[config.mk]
export PLATFORM = sky130hd
export DESIGN_NAME = lap_fifo
export DESIGN_NICKNAME = d
export VERILOG_FILES = /design/src/sv/lap_pkg.sv /design/src/sv/lap_fifo.sv
export SDC_FILE = /design/constraint.sdc
export NUM_CORES = 1
export LEC_CHECK = 0
export ABC_AREA = 1
export BUFFER_PORTS_ARGS = -buffer_cell sky130_fd_sc_hd__buf_2
export CAP_MARGIN = 20
export CORE_MARGIN = 10
export CORE_UTILIZATION = 49
export DETAILED_ROUTE_END_ITERATION = 8
export MAX_ROUTING_LAYER = met4
export PLACE_DENSITY = 0.68
export SLEW_MARGIN = 20
export SYNTH_ARGS = -nofsm -noshare
export SYNTH_HDL_FRONTEND = slang
export SYNTH_SLANG_ARGS = --single-unit
export TNS_END_PERCENT = 10
[constraint.sdc]
create_clock -name i_clk -period 4 [get_ports i_clk]
set_input_delay 0 -clock i_clk [delete_from_list [all_inputs] [get_ports i_clk]]
set_output_delay 0 -clock i_clk [all_outputs]
set_load 0.02 [all_outputs]
[src/sv/lap_pkg.sv]
`timescale 1ns / 1ps
`default_nettype none

package lap_pkg;

    // configuration register indexes
    typedef enum logic [0:0] {
        CFG_COLS = 1'b0,
        CFG_ROWS = 1'b1
    } t_cfg_idx;

    localparam int CFG_BITS      = 13;
    localparam int COLS_REG_BITS = 11;
    localparam int ROWS_REG_BITS = 13;
    localparam int ROW_OUT_BITS  = 12;
    localparam int COL_OUT_BITS  = 10;
    localparam int QUEUE_DEPTH   = 4;

    // classification of one sample, front to back
    typedef struct packed {
        logic                    emit;
        logic                    last;
        logic                    col_zero;
        logic [ROW_OUT_BITS-1:0] row;
        logic [COL_OUT_BITS-1:0] col;
    } t_tag;

endpackage

`default_nettype wire

[src/sv/lap_fifo.sv]
`timescale 1ns / 1ps
`default_nettype none

module lap_fifo #(
    parameter int W = 64
) (
    input  wire logic         i_clk,
    input  wire logic         i_rst_n,
    input  wire logic         i_push,
    input  wire logic [W-1:0] i_data,
    input  wire logic         i_pop,
    output logic [W-1:0]      o_data,
    output logic              o_full,
    output logic              o_empty
);
    import lap_pkg::*;

    localparam int DEPTH = QUEUE_DEPTH;
    localparam int PW    = $clog2(DEPTH);

    logic [W-1:0]  r_mem [DEPTH];
    logic [PW-1:0] r_wr, n_wr;
    logic [PW-1:0] r_rd, n_rd;
    logic [PW:0]   r_count, n_count;

    assign o_full  = (r_count == (PW+1)'(DEPTH));
    assign o_empty = (r_count == '0);
    assign o_data  = r_mem[r_rd];

    always_comb begin
        n_wr    = r_wr;
        n_rd    = r_rd;
        n_count = r_count;
        if (i_push) begin
            n_wr = (r_wr == PW'(DEPTH - 1)) ? '0 : r_wr + PW'(1);
        end
        if (i_pop) begin
            n_rd = (r_rd == PW'(DEPTH - 1)) ? '0 : r_rd + PW'(1);
        end
        if (i_push && !i_pop) begin
            n_count = r_count + (PW+1)'(1);
        end else if (i_pop && !i_push) begin
            n_count = r_count - (PW+1)'(1);
        end
    end

    always_ff @(posedge i_clk) begin
        if (!i_rst_n) begin
            r_wr    <= '0;
            r_rd    <= '0;
            r_count <= '0;
        end else begin
            r_wr    <= n_wr;
            r_rd    <= n_rd;
            r_count <= n_count;
        end
    end

    always_ff @(posedge i_clk) begin
        if (i_push) begin
            r_mem[r_wr] <= i_data;
        end
    end

    a_count_bound: assert property (@(posedge i_clk) disable iff (!i_rst_n)
        r_count <= (PW+1)'(DEPTH))
        else $error("queue count overflow");

    a_no_underrun: assert property (@(posedge i_clk) disable iff (!i_rst_n)
        o_empty |-> !i_pop)
        else $error("pop from empty queue");

endmodule

`default_nettype wire

==> impl_metrics.ini, run 1 <==
[timing]
drv_slew = 0
period_needed_ns = 2.76
finalClockSkew_ns = 0.00543
finalHoldViolCount = 0
rsz0062_at_grt = false
finalSetupViolations = 0
fmax_mhz = 362
slew_headroom = 0.381
period_share = 0.691
holdWs_ns = 0.233
worst_slack_ns = 1.24
fin_setup_tns_ns = 0
worst_pin_slew_ns = 0.927

[power]
powerDensity_nw_per_um2 = 520
vdd_ir_drop_max_uv = 319
p_total_mw = 6.40
pwr-share-seq = 0.503
p_leak_nw = 4.39
p_sw_mw = 1.46
combPwrFrac = 0.112
p_int_mw = 4.94
clockPowerShare = 0.385
p_sw_frac = 0.228

[route]
via_per_inst = 5.34
vias = 6221
drtIter0Drc = 570
routed_wl_um = 22100
post_drt_wl_per_cell_um = 19.0
drt-pass1-iter-count = 5
antenna_left = 0
drc_errors = 0

[placed_design]
dp_slack_ns = 1.79
place_hpwl_um = 12900
port-buffer-count = 133
place.gp.congestion = 0.767

[global_routing]
grt_pass1_wl_um = 34300
grt_max_degree = 118
grt_util_all_layers = 0.166
gr-usage-met3 = 0.0334
grt_pass1_vias = 6524
use_met2 = 0.270
use_met1 = 0.211
grt-busiest-layer = met2
antenna_found_initial = 3
gr-total-overflow = 0

[final_layout]
fillers = 1493
multi_input_area_um2 = 1750
synthToLayoutAreaGrowth_pct = 23.6
drive_gt1_frac = 0.209
seq_area_um2 = 7870
finalNetCount = 950
utilization = 0.612

[run]
maxCapViolCount = 0

[clock_network]
cts_hold_buffers = 67
htreeDepth = 1
cts_tree = done
clk_pin_slew_ns = 0.06
numCtsBuffers = 25
clock-root-buffer = clkbuf_16
clock_latency_ns = 0.51
post_cts_buffers = 0
cts.sinks = 265
post_cts_resized = 0
clock_path_buffers = 3

[floorplan]
io_pins = 134
row_count = 52
die-width_um = 163
dieArea_um2 = 26400
die_h_um = 163
core_um2 = 20100
start_util = 0.495

[critical_path]
crit_required_ns = 4.00
r2r_cells = 4
arrival_ns = 2.76
r2r_slack_ns = 1.85
worstSetupPathType = reg2out
r2r_start = r_wr[0]
crit_end = o_data[53]
path_max_fanout = 76
r2r_end = r_mem[3][21]
crit_path_end_kind = output port
critPathLaunchType = flip-flop

[hold_path]
hold_class = in2reg

[logic_synthesis]
syn_nets = 753
syn_inst = 678
synthesis.area_um2 = 9960
yosysSeqAreaShare = 0.790
synth_seq_cells = 265
ys_warn_count = 0
synth_cell_types = 22
syn-mean-instance-area_um2 = 14.7

[status]
outcome = completed
==> registers in the layout, indices dropped and copies added (netlist names), named ones only <==
register / cells
r_count: 3
r_mem: 256
r_rd: 2
r_wr: 2
==> how the worst min path moves through the flow <==
stage / slack [ns] / cells past startpoint / end / startpoint
2_1_floorplan: 0.1 / 0 / r_mem[0][0] / i_data[0]
3_3_place_gp: 0.21 / 1 / r_mem[1][3] / i_data[3]
3_5_place_dp: 0.22 / 1 / r_mem[2][1] / i_data[1]
4_1_cts: 0.22 / 2 / r_mem[1][51] / i_data[51]
5_1_grt: 0.24 / 2 / r_mem[3][45] / i_data[45]
6_report: 0.23 / 2 / r_mem[2][7] / i_data[7]
==> layout make-up <==
class | count | share of cell area
multi-input cells | 356 | 0.142
clock buffers | 32 | 0.0529
inverters | 16 | 0.00559
repair buffers | 211 | 0.115
clock inverters | 11 | 0.0170
well taps | 270 | 0.0274
diodes | 3 | 0.000610
flip-flops and latches | 265 | 0.639
==> synthesized netlist by cell type <==
cell type / instances / share of area
a21oi_1: 3 / 0.0015
buf_2: 7 / 0.0035
buf_4: 3 / 0.0023
buf_6: 14 / 0.016
clkbuf_1: 14 / 0.0053
clkbuf_2: 3 / 0.0015
clkinv_1: 1 / 0.00038
dfxtp_1: 9 / 0.018
edfxtp_1: 256 / 0.77
fa_1: 1 / 0.0020
ha_1: 6 / 0.0075
inv_1: 14 / 0.0053
inv_4: 1 / 0.00063
nand2_1: 8 / 0.0030
nand3_1: 1 / 0.00050
nand4_1: 1 / 0.00063
nor2_1: 136 / 0.051
nor3_1: 4 / 0.0020
o21ai_0: 75 / 0.038
o21ai_1: 56 / 0.028
o22ai_1: 64 / 0.040
xor2_1: 1 / 0.00088
==> cell families (layout without fill, tap and decap cells) <==
logic type,count (synthesis),after routing,share of synthesized area
and+or+nand+nor,150,150,0.0574
adders and majority gates,7,7,0.00955
DFF,265,265,0.790
AOI/OAI and AO/OA,198,198,0.108
other,0,3,0
xor gates and xnor gates,1,1,0.000880
buffers and inverters,57,270,0.0347
==> power by group through the flow <==
stage | sequential (mW) | combinational [mW] | clock [mW]
2_1_floorplan | 3.26 | 0.427 | 0
3_3_place_gp | 3.27 | 0.652 | 0
5_1_grt | 3.22 | 0.786 | 2.61
3_5_place_dp | 3.27 | 0.669 | 0
6_report | 3.22 | 0.719 | 2.46
4_1_cts | 3.22 | 0.725 | 2.50
==> stage by stage <==
step | instance area [µm²] | cells
4_1_cts | 12300 | 1161
6_report | 12300 | 1164
3_5_place_dp | 10800 | 1051
5_1_grt | 12300 | 1164
3_3_place_gp | 10800 | 1051
2_1_floorplan | 9960 | 678
==> cells in the final DEF, fill, tap and decap left out, drive strengths merged, types with 3 or more instances in the layout <==
cell type / n
dfxtp: 9
diode: 3
nand2: 8
nor3: 4
a21oi: 3
nor2: 136
o21ai: 131
clkbuf: 32
bufinv: 6
ha: 6
edfxtp: 256
buf: 144
inv: 16
clkinv: 4
o22ai: 64
dlygate4sd3: 67
==> metal layers <==
layer | up-vias | part of all wire
li1 | 2948 | -
met1 | 3022 | 0.43
met2 | 221 | 0.49
met3 | 30 | 0.069
met4 | 0 | 0.014
met5 | - | 0
==> worst max-delay path, cell delays in order (launching register included) <==
cell	delay [ns]
dfxtp_4	0.69
buf_4	0.69
o21ai_0	0.24
o22ai_1	0.37
buf_2	0.24
Power figures use the tool's default switching activity.
==> inputs of run 2 (changes only) <==
clock period = 2.8 ns   (was 4 ns; I/O delays follow)
==> run 2 against run 1 <==
  * Clock power is 45% higher
  * Final area is 0.69% higher
  * Hold slack worse by 0.0047 ns
  * Highest routed layer unchanged
  * Die area stayed put
  * Sequential share of layout area is 0.44 points lower
  * Core utilization is 0.42 points higher
  * Critical path type unchanged
  * Clock skew is 0.0091 ns higher
  * Count of clock-buffer cells in the layout stayed put
  * Combinational power is 43% higher
==> impl_metrics.ini, run 2 (same netlist as run 1, synthesis figures left out) <==
[placed_design]
place.gp.congestion = 0.748
place_hpwl_um = 12700
dp_slack_ns = 0.737
port-buffer-count = 133

[global_routing]
grt_util_all_layers = 0.170
grt_pass1_wl_um = 35200
grt_max_degree = 65
grt_pass1_vias = 6712
gr-total-overflow = 0
antenna_found_initial = 0

[route]
post_drt_wl_per_cell_um = 19.1
routed_wl_um = 22200
via_per_inst = 5.29
drtIter0Drc = 404
drt-pass1-iter-count = 5
drc_errors = 0
vias = 6179
antenna_left = 0

[status]
outcome = completed

[clock_network]
post_cts_resized = 0
cts_tree = done
clock-root-buffer = clkbuf_16
clock_latency_ns = 0.52
cts.sinks = 265
htreeDepth = 1
clk_pin_slew_ns = 0.06
clock_path_buffers = 3
numCtsBuffers = 26

[timing]
period_share = 0.909
rsz0062_at_grt = false
fin_setup_tns_ns = 0
drv_slew = 0
worst_pin_slew_ns = 0.704
finalHoldViolCount = 0
holdWs_ns = 0.228
finalSetupViolations = 0
finalClockSkew_ns = 0.0146
period_needed_ns = 2.55
fmax_mhz = 393
worst_slack_ns = 0.255
slew_headroom = 0.531

[power]
powerDensity_nw_per_um2 = 741
vdd_ir_drop_max_uv = 517
p_leak_nw = 4.42

[critical_path]
r2r_slack_ns = 0.96
cp_cell_sequence = buf_4, o21ai_0, o22ai_1, buf_2
crit_path_end_kind = output port
crit_buf_inv = 2
arrival_ns = 2.55
crit_required_ns = 2.80
crit_slowest_cell = dfxtp_4
critPathLaunchType = flip-flop
crit_family = buffers and inverters
worstSetupPathType = reg2out
max_stage_delay_ns = 0.71
path_max_fanout = 57

[final_layout]
layout_common_cells = edfxtp_1 (256), nor2_1 (136), buf_2 (133)
fillers = 1483
drive_gt1_frac = 0.216
regMostFlops = r_mem
synthToLayoutAreaGrowth_pct = 24.5
diodes = 0
finalNetCount = 952
largest_reg_flops = 256
layout_commonest_cell = edfxtp_1
utilization = 0.617
largestRegisters = r_mem (256), r_count (3)

[floorplan]
start_util = 0.495
die-width_um = 163
io_pins = 134
die_h_um = 163
core_um2 = 20100
row_count = 52
dieArea_um2 = 26400

[hold_path]
hold_class = in2reg

[run]
maxCapViolCount = 0
==> run 2: report_power, final <==
part,total [mW],switching (mW),internal [mW]
sequential,4.59,0.0631,4.53
combinational,1.03,0.681,0.349
clock,3.56,1.42,2.14
==> run 2: worst register-to-register path, cell delays in order (launching register included) <==
cell and delay [ns]:
dfxtp_1 0.33, inv_1 0.10, ha_1 0.15, nand2_1 0.06, inv_2 0.48, buf_12 0.38
==> run 2: what timing repair did <==
action                                 in CTS  in global routing
endpoints found under the hold margin     265                  0
buffers inserted                            0                  0
hold buffers                               67                  0
==> run 2: final cells by class <==
type,instances,area (µm²),share of cell area
clock buffer,32,694,0.0560
inverter,16,62.6,0.00505
timing repair buffer,212,1490,0.120
sequential,265,7870,0.635
tap,270,338,0.0272
clock inverter,16,195,0.0157
multi-input combinational,356,1750,0.141
==> run 2: worst paths after layout <==
check                 start            to  depth (start not counted)
setup / recovery  flip-flop    o_data[35]                          4
hold / removal    i_data[4]   r_mem[0][4]                          2
setup reg to reg    r_wr[1]  r_mem[1][63]                          5
hold reg to reg     r_wr[1]       r_wr[1]                          2
==> run 2: through the flow <==
step | cells | cell area, µm² | power [mW]
6_report | 1167 | 12400 | 9.18
5_1_grt | 1167 | 12400 | 9.52
4_1_cts | 1167 | 12400 | 9.26
3_5_place_dp | 1052 | 10800 | 5.64
3_3_place_gp | 1052 | 10800 | 5.61
2_1_floorplan | 678 | 9960 | 5.27
==> run 2: metal layers <==
layer / track usage / share of wire / vias up
met1: 0.213 / 0.43 / 3017
met4: 0.0443 / 0.019 / 0
met3: 0.0260 / 0.050 / 35
met2: 0.287 / 0.50 / 181
li1: - / - / 2946
met5: - / 0 / -
