## src/sv/lap_pkg.sv

```systemverilog
`timescale 1ns / 1ps
`default_nettype none

package lap_pkg;

    // configuration register indexes
    typedef enum logic [0:0] {
        CFG_COLS = 1'b0,
        CFG_ROWS = 1'b1
    } t_cfg_idx;

    localparam int CFG_BITS      = 13;
    localparam int COLS_REG_BITS = 11;
    localparam int ROWS_REG_BITS = 13;
    localparam int ROW_OUT_BITS  = 12;
    localparam int COL_OUT_BITS  = 10;
    localparam int QUEUE_DEPTH   = 4;

    // classification of one sample, front to back
    typedef struct packed {
        logic                    emit;
        logic                    last;
        logic                    col_zero;
        logic [ROW_OUT_BITS-1:0] row;
        logic [COL_OUT_BITS-1:0] col;
    } t_tag;

endpackage

`default_nettype wire

```

## src/sv/lap_in_if.sv

```systemverilog
`timescale 1ns / 1ps
`default_nettype none

interface lap_in_if #(
    parameter int SAMPLE_BITS = 32
) ();
    logic                          valid;
    logic                          ready;
    logic signed [SAMPLE_BITS-1:0] sample;
    logic                          grid_start;

    modport source (output valid, sample, grid_start, input ready);
    modport sink (input valid, sample, grid_start, output ready);
endinterface

`default_nettype wire

```

## src/sv/lap_front.sv

```systemverilog
`timescale 1ns / 1ps
`default_nettype none

module lap_front #(
    parameter int MAX_COLS    = 1024,
    parameter int MAX_ROWS    = 4096,
    parameter int SAMPLE_BITS = 32
) (
    input  wire logic                           i_clk,
    input  wire logic                           i_rst_n,
    lap_in_if.sink                              i_in,
    input  wire logic                           i_cfg_we,
    input  wire lap_pkg::t_cfg_idx              i_cfg_idx,
    input  wire logic [lap_pkg::CFG_BITS-1:0]   i_cfg_data,
    input  wire logic                           i_q_full,
    output logic                                o_push,
    output logic signed [SAMPLE_BITS-1:0]       o_sample,
    output logic [$clog2(MAX_COLS+2)-1:0]       o_addr,
    output lap_pkg::t_tag                       o_tag
);
    import lap_pkg::*;

    localparam int CW = $clog2(MAX_COLS + 3);
    localparam int RW = $clog2(MAX_ROWS + 3);
    localparam int AW = $clog2(MAX_COLS + 2);

    logic [CW-1:0] r_width, n_width;
    logic [RW-1:0] r_height, n_height;
    logic [CW-1:0] r_col, n_col;
    logic [RW-1:0] r_row, n_row;
    logic [CW-1:0] cur_col;
    logic [RW-1:0] cur_row;
    logic [COLS_REG_BITS-1:0] cols_v;
    logic [ROWS_REG_BITS-1:0] rows_v;
    logic acc;

    assign i_in.ready = !i_q_full;
    assign acc        = i_in.valid && i_in.ready;

    assign cols_v = i_cfg_data[COLS_REG_BITS-1:0];
    assign rows_v = i_cfg_data[ROWS_REG_BITS-1:0];

    // padded sizes, register clamped to 1..max
    always_comb begin
        n_width  = r_width;
        n_height = r_height;
        if (i_cfg_we) begin
            case (i_cfg_idx)
                CFG_COLS: begin
                    if (cols_v == '0) begin
                        n_width = CW'(3);
                    end else if (32'(cols_v) > MAX_COLS) begin
                        n_width = CW'(MAX_COLS + 2);
                    end else begin
                        n_width = CW'(32'(cols_v) + 2);
                    end
                end
                CFG_ROWS: begin
                    if (rows_v == '0) begin
                        n_height = RW'(3);
                    end else if (32'(rows_v) > MAX_ROWS) begin
                        n_height = RW'(MAX_ROWS + 2);
                    end else begin
                        n_height = RW'(32'(rows_v) + 2);
                    end
                end
                default: ;
            endcase
        end
    end

    assign cur_row = i_in.grid_start ? '0 : r_row;
    assign cur_col = i_in.grid_start ? '0 : r_col;

    always_comb begin
        n_row = r_row;
        n_col = r_col;
        if (acc) begin
            if (cur_col >= r_width - CW'(1)) begin
                n_col = '0;
                n_row = (cur_row >= r_height - RW'(1)) ? '0 : cur_row + RW'(1);
            end else begin
                n_col = cur_col + CW'(1);
                n_row = cur_row;
            end
        end
    end

    always_ff @(posedge i_clk) begin
        if (!i_rst_n) begin
            r_width  <= CW'(MAX_COLS + 2);
            r_height <= RW'(MAX_ROWS + 2);
            r_col    <= '0;
            r_row    <= '0;
        end else begin
            r_width  <= n_width;
            r_height <= n_height;
            r_col    <= n_col;
            r_row    <= n_row;
        end
    end

    assign o_push       = acc;
    assign o_sample     = i_in.sample;
    assign o_addr       = cur_col[AW-1:0];
    assign o_tag.emit   = (cur_row >= RW'(2)) && (cur_col >= CW'(2))
                          && (cur_row < r_height) && (cur_col < r_width);
    assign o_tag.last   = (cur_row == r_height - RW'(1)) && (cur_col == r_width - CW'(1));
    assign o_tag.col_zero = (cur_col == '0);
    assign o_tag.row    = ROW_OUT_BITS'(cur_row - RW'(2));
    assign o_tag.col    = COL_OUT_BITS'(cur_col - CW'(2));

    // last interior point always lies inside the interior
    a_last_is_emit: assert property (@(posedge i_clk) disable iff (!i_rst_n)
        (o_push && o_tag.last) |-> o_tag.emit)
        else $error("last flag on a point without result");

endmodule

`default_nettype wire

```

## src/flat_wrapper.sv

```systemverilog
// flat-port wrapper written by rule: the top's interface ports become plain ports
module lap_front_flat import lap_pkg::*;
#(
    parameter int MAX_COLS    = 1024,
    parameter int MAX_ROWS    = 4096,
    parameter int SAMPLE_BITS = 32
)
  (i_clk, i_rst_n, i_cfg_we, i_cfg_idx, i_cfg_data, i_q_full, o_push, o_sample, o_addr, o_tag, i_in_valid, i_in_sample, i_in_grid_start, i_in_ready);
  lap_in_if #(.SAMPLE_BITS(SAMPLE_BITS)) i_in_i ();
  input  wire logic i_clk;
  input  wire logic i_rst_n;
  input  wire logic i_cfg_we;
  input  wire lap_pkg::t_cfg_idx i_cfg_idx;
  input  wire logic [lap_pkg::CFG_BITS-1:0] i_cfg_data;
  input  wire logic i_q_full;
  output logic o_push;
  output logic signed [SAMPLE_BITS-1:0] o_sample;
  output logic [$clog2(MAX_COLS+2)-1:0] o_addr;
  output lap_pkg::t_tag o_tag;
  input wire logic [$bits(i_in_i.valid)-1:0] i_in_valid;
  input wire logic [$bits(i_in_i.sample)-1:0] i_in_sample;
  input wire logic [$bits(i_in_i.grid_start)-1:0] i_in_grid_start;
  output wire logic [$bits(i_in_i.ready)-1:0] i_in_ready;
  assign i_in_i.valid = i_in_valid;
  assign i_in_i.sample = i_in_sample;
  assign i_in_i.grid_start = i_in_grid_start;
  assign i_in_ready = i_in_i.ready;
  lap_front #(.MAX_COLS(MAX_COLS), .MAX_ROWS(MAX_ROWS), .SAMPLE_BITS(SAMPLE_BITS)) u_core (.i_clk(i_clk), .i_rst_n(i_rst_n), .i_in(i_in_i), .i_cfg_we(i_cfg_we), .i_cfg_idx(i_cfg_idx), .i_cfg_data(i_cfg_data), .i_q_full(i_q_full), .o_push(o_push), .o_sample(o_sample), .o_addr(o_addr), .o_tag(o_tag));
endmodule
```

## config.mk

```make
export PLATFORM = sky130hd
export DESIGN_NAME = lap_front_flat
export DESIGN_NICKNAME = d
export VERILOG_FILES = /design/src/sv/lap_pkg.sv /design/src/sv/lap_in_if.sv /design/src/sv/lap_front.sv /design/src/flat_wrapper.sv
export SDC_FILE = /design/constraint.sdc
export NUM_CORES = 1
export LEC_CHECK = 0
export ABC_AREA = 1
export BUFFER_PORTS_ARGS = -buffer_cell sky130_fd_sc_hd__buf_2
export CELL_PAD_IN_SITES_DETAIL_PLACEMENT = 1
export CELL_PAD_IN_SITES_GLOBAL_PLACEMENT = 2
export CORE_AREA = 10 10 151 153
export CTS_BUF_LIST = sky130_fd_sc_hd__clkbuf_2 sky130_fd_sc_hd__clkbuf_4 sky130_fd_sc_hd__clkbuf_8
export DETAILED_ROUTE_END_ITERATION = 7
export DIE_AREA = 0 0 161 163
export PLACE_DENSITY = 0.75
export SYNTH_ARGS = -nofsm -noshare
export SYNTH_HDL_FRONTEND = slang
export SYNTH_SLANG_ARGS = --single-unit
export TNS_END_PERCENT = 30
```

## constraint.sdc

```tcl
create_clock -name i_clk -period 2.55 [get_ports i_clk]
set_input_delay 0.255 -clock i_clk [delete_from_list [all_inputs] [get_ports i_clk]]
set_output_delay 0.255 -clock i_clk [all_outputs]
set_load 0.02 [all_outputs]
```

==> qor.json <==
{
  "critical_path.n_buffers_inverters": 2,
  "avgSynthCellArea_um2": 6.59,
  "drt_iter0_markers": 132,
  "wl_per_cell_um": 14.7,
  "grt_max_degree": 29,
  "worstRegToRegCells": 19,
  "worst_reg2reg_startpoint": "u_core.r_height[2]",
  "power.share.combinational": 0.297,
  "synth-edff-count": 0,
  "critPathCapture": "o_tag[23]",
  "track_usage": 0.129,
  "worst_pin_slew_ns": 0.929,
  "crit_start": "u_core.r_height[2]",
  "pwr-share-clk": 0.282,
  "powerDensity_nw_per_um2": 288,
  "cpMaxStageDelayCell": "dfxtp_1",
  "dominantRegCellSynth": "dfxtp_1",
  "wire_length_of_the_first_global_routing_pass_mm": 28.0,
  "design.core.area_um2": 19900,
  "clock_skew_ns": 0.0161,
  "floorplan.die_area_um2": 26200,
  "setup.reg_to_reg.worst_slack_ns": -0.18,
  "library_cell_with_the_highest_instance_count_after_synthesis": "nand2_1",
  "power_leakage_nw": 3.14,
  "cp_cell_sequence": "nor2_2 -> nand3_4 -> nor3_4 -> nand3_2 -> buf_4 -> xor2_2 -> ha_4 -> nand2_2 -> nor2_2 -> nand4_1 -> nor2_2 -> buf_6",
  "cp_top_family": "simple AND/OR/NAND/NOR gates",
  "required_time_reported_for_the_critical_path_endpoint_ns": 2.30,
  "setup.worst_path.end_class": "output pin",
  "critPathLaunchType": "register",
  "via_count": 5164,
  "syn_inst": 797,
  "ctsHtreeMaxLevel": 2,
  "timing_hold_violations_final": 0,
  "via_per_inst": 4.48,
  "total_power_consumption_of_the_routed_design_mw": 1.87,
  "ys_async_sr_fraction": 0,
  "hp-class": "in2reg",
  "placedInstanceArea_um2": 6090,
  "post-synth-top-area-fraction": 0.183,
  "final-setup-viol-count": 14,
  "layout-drive-gt1-share": 0.274,
  "critical_path.reg2reg.endpoint": "u_core.r_row[7]",
  "floorplan.die.height_um": 163,
  "hpwlAfterDp_mm": 13.9,
  "finalCoreUtilization": 0.325,
  "ys_top_cells_by_area": "dfxtp_1 (18%), ha_1 (15%), nand2_1 (14%)",
  "worstPathArrival_ns": 2.55,
  "io_buffer_count": 57,
  "pwr-share-seq": 0.421,
  "rd_place_congestion": 0.804,
  "synth_sequential_area_ratio": 0.183,
  "clkSinkCount": 48,
  "synth.cell_area_um2": 5250,
  "netSwitchingPower_uw": 629,
  "grt_antenna_before_repair": 0,
  "multi_input_comb_area_um2": 3710,
  "layout-area-overhead-vs-synth_pct": 23.3,
  "critical_path.most_common_cell": "nor2_2",
  "outcome": "finished, violations left",
  "cpPeakStageDelay_ns": 0.38,
  "ys.warnings.count": 0,
  "vdd.ir_drop.worst_mv": 0.149,
  "layout_setup_ws_ns": -0.256,
  "floorplan.io_pins": 122,
  "first_global_vias": 5438,
  "starting_utilization_of_the_core_area": 0.264,
  "violations": "negative setup slack",
  "timing.final.max_slew_violations": 0,
  "final-seq-area_um2": 967,
  "routed_wl_mm": 16.9,
  "max_cap_violation_count": 0,
  "cts_hold_buf": 0,
  "tritoncts": "built",
  "cts_buffers": 5,
  "yosysTopAreaCell": "dfxtp_1",
  "placement.setup.worst_slack_ns": -0.188,
  "synth.distinct_cells": 37,
  "max_freq_mhz": 356,
  "synth_common_cells": "nand2_1 (191), inv_1 (103), a21oi_1 (69)",
  "ys_seq_elements": 48,
  "detail_route.first_pass.iterations": 4,
  "mappedNetlistNets": 910,
  "worst_slew_margin_rel": 0.380,
  "max_root_sink_buffers": 2,
  "fillCellCount": 2574,
  "cts_root_buffer": "clkbuf_8",
  "worst-path-max-fanout": 4,
  "layout.cell_area.non_filler_um2": 6470,
  "diodes_inserted": 0,
  "critical_path_depth": 12,
  "setup_repair_after_global_routing_missed_its_margin": "yes",
  "drc": 0,
  "die_width_um": 161,
  "global_route.overflow_total": 0,
  "switching_share": 0.337,
  "design.final.nets": 995,
  "whs_path_depth": 2,
  "criticalPathCategory": "reg2out",
  "worst_setup_hold_path_clk_slew_ns": 0.08,
  "min_period_ns": 2.81,
  "floorplan.rows": 52,
  "drt.antenna.violating_nets": 0,
  "period_utilisation_layout": 1.10,
  "clock_insertion_delay_worst_skew_ns": 0.32,
  "internal_pwr_total_mw": 1.24
}
## power by group through the flow
stage	Sequential (mW)	Clock [mW]	Combinational [mW]
3_5_place_dp	0.800	0	0.512
3_3_place_gp	0.799	0	0.504
2_1_floorplan	0.798	0	0.382
6_report	0.786	0.526	0.554
5_1_grt	0.789	0.576	0.628
4_1_cts	0.784	0.546	0.534
## kinds of logic (layout without fill, tap and decap cells)
group                      Yosys count  count (layout)  share of synthesized area
and+or+nand+nor                    371             371                      0.341
buffers and inverters              167             253                      0.149
AOI/OAI and AO/OA                  105             105                      0.106
adders and majority gates           61              61                      0.145
DFF                                 48              48                      0.183
xor gates and xnor gates            45              45                     0.0751
## metal layers
layer	up-vias	wire length (um)	global-route usage
met3	11	436	0.0187
li1	2695	-	-
met1	2400	8210	0.166
met4	0	244	0.0327
met5	-	0	0
met2	58	8000	0.221
## worst register-to-register path, stage by stage, from the launching register on
cell and delay [ns]:
dfxtp_1 0.38, nor2_2 0.19, nand3_4 0.11, nor3_4 0.14, nand3_2 0.12, nor3_4 0.14, xor2_1 0.18, ha_1 0.28
nand2_2 0.08, nor2_2 0.05, buf_4 0.12, buf_4 0.13, nand2_1 0.09, nand3_1 0.09, nor2_2 0.16, buf_6 0.15
nand2_1 0.05, nand2_1 0.05, nand2_1 0.04, a21oi_1 0.11
## per-stage QoR
stage               hold slack, ns  TNS [ns]  cells
global placement             0.457     -2.21   1138
finish                       0.232     -2.12   1153
global route                 0.235     -6.52   1153
detailed placement           0.467     -3.20   1138
floorplan                    0.423         0    797
CTS                          0.212     -2.31   1150
## sequential cells by signal (all words and copies together) (netlist names)
name             count
u_core.r_height     13
u_core.r_col        11
u_core.r_row        13
u_core.r_width      11
## worst min-delay path by stage
| stage | startpoint | end | slack (ns) |
|---|---|---|---|
| finish | i_rst_n | u_core.r_height[12] | 0.23 |
| global route | i_rst_n | u_core.r_height[12] | 0.23 |
| CTS | i_rst_n | u_core.r_height[12] | 0.21 |
| detailed placement | u_core.r_width[7] | u_core.r_width[7] | 0.47 |
| global placement | u_core.r_col[1] | u_core.r_col[1] | 0.46 |
| floorplan | i_cfg_data[10] | u_core.r_width[10] | 0.42 |
## repair_timing
action,CTS,global route
pin swaps,8,13
hold endpoints to repair,0,0
setup buffers,4,3
resized for setup,30,34
endpoints found under the setup margin,26,26
## layout by cell type, fill, tap and decap left out, types with 38 or more instances in the layout
master   Yosys  final
dfxtp_1     48     45
nor2_1      53     44
ha_1        61     58
buf_2        0     55
nand2_1    191    184
inv_1      103     99
a21oi_1     69     61
buf_4       34     63
xor2_1      39     38
nand3_1     58     53
## layout make-up
cell class / instances / area share
Multi-Input combinational cell: 582 / 0.573
Sequential cell: 48 / 0.149
Timing Repair Buffer: 126 / 0.138
Inverter: 119 / 0.0721
Tap cell: 270 / 0.0522
Clock buffer: 8 / 0.0151
(Power assumes the default switching activity.)
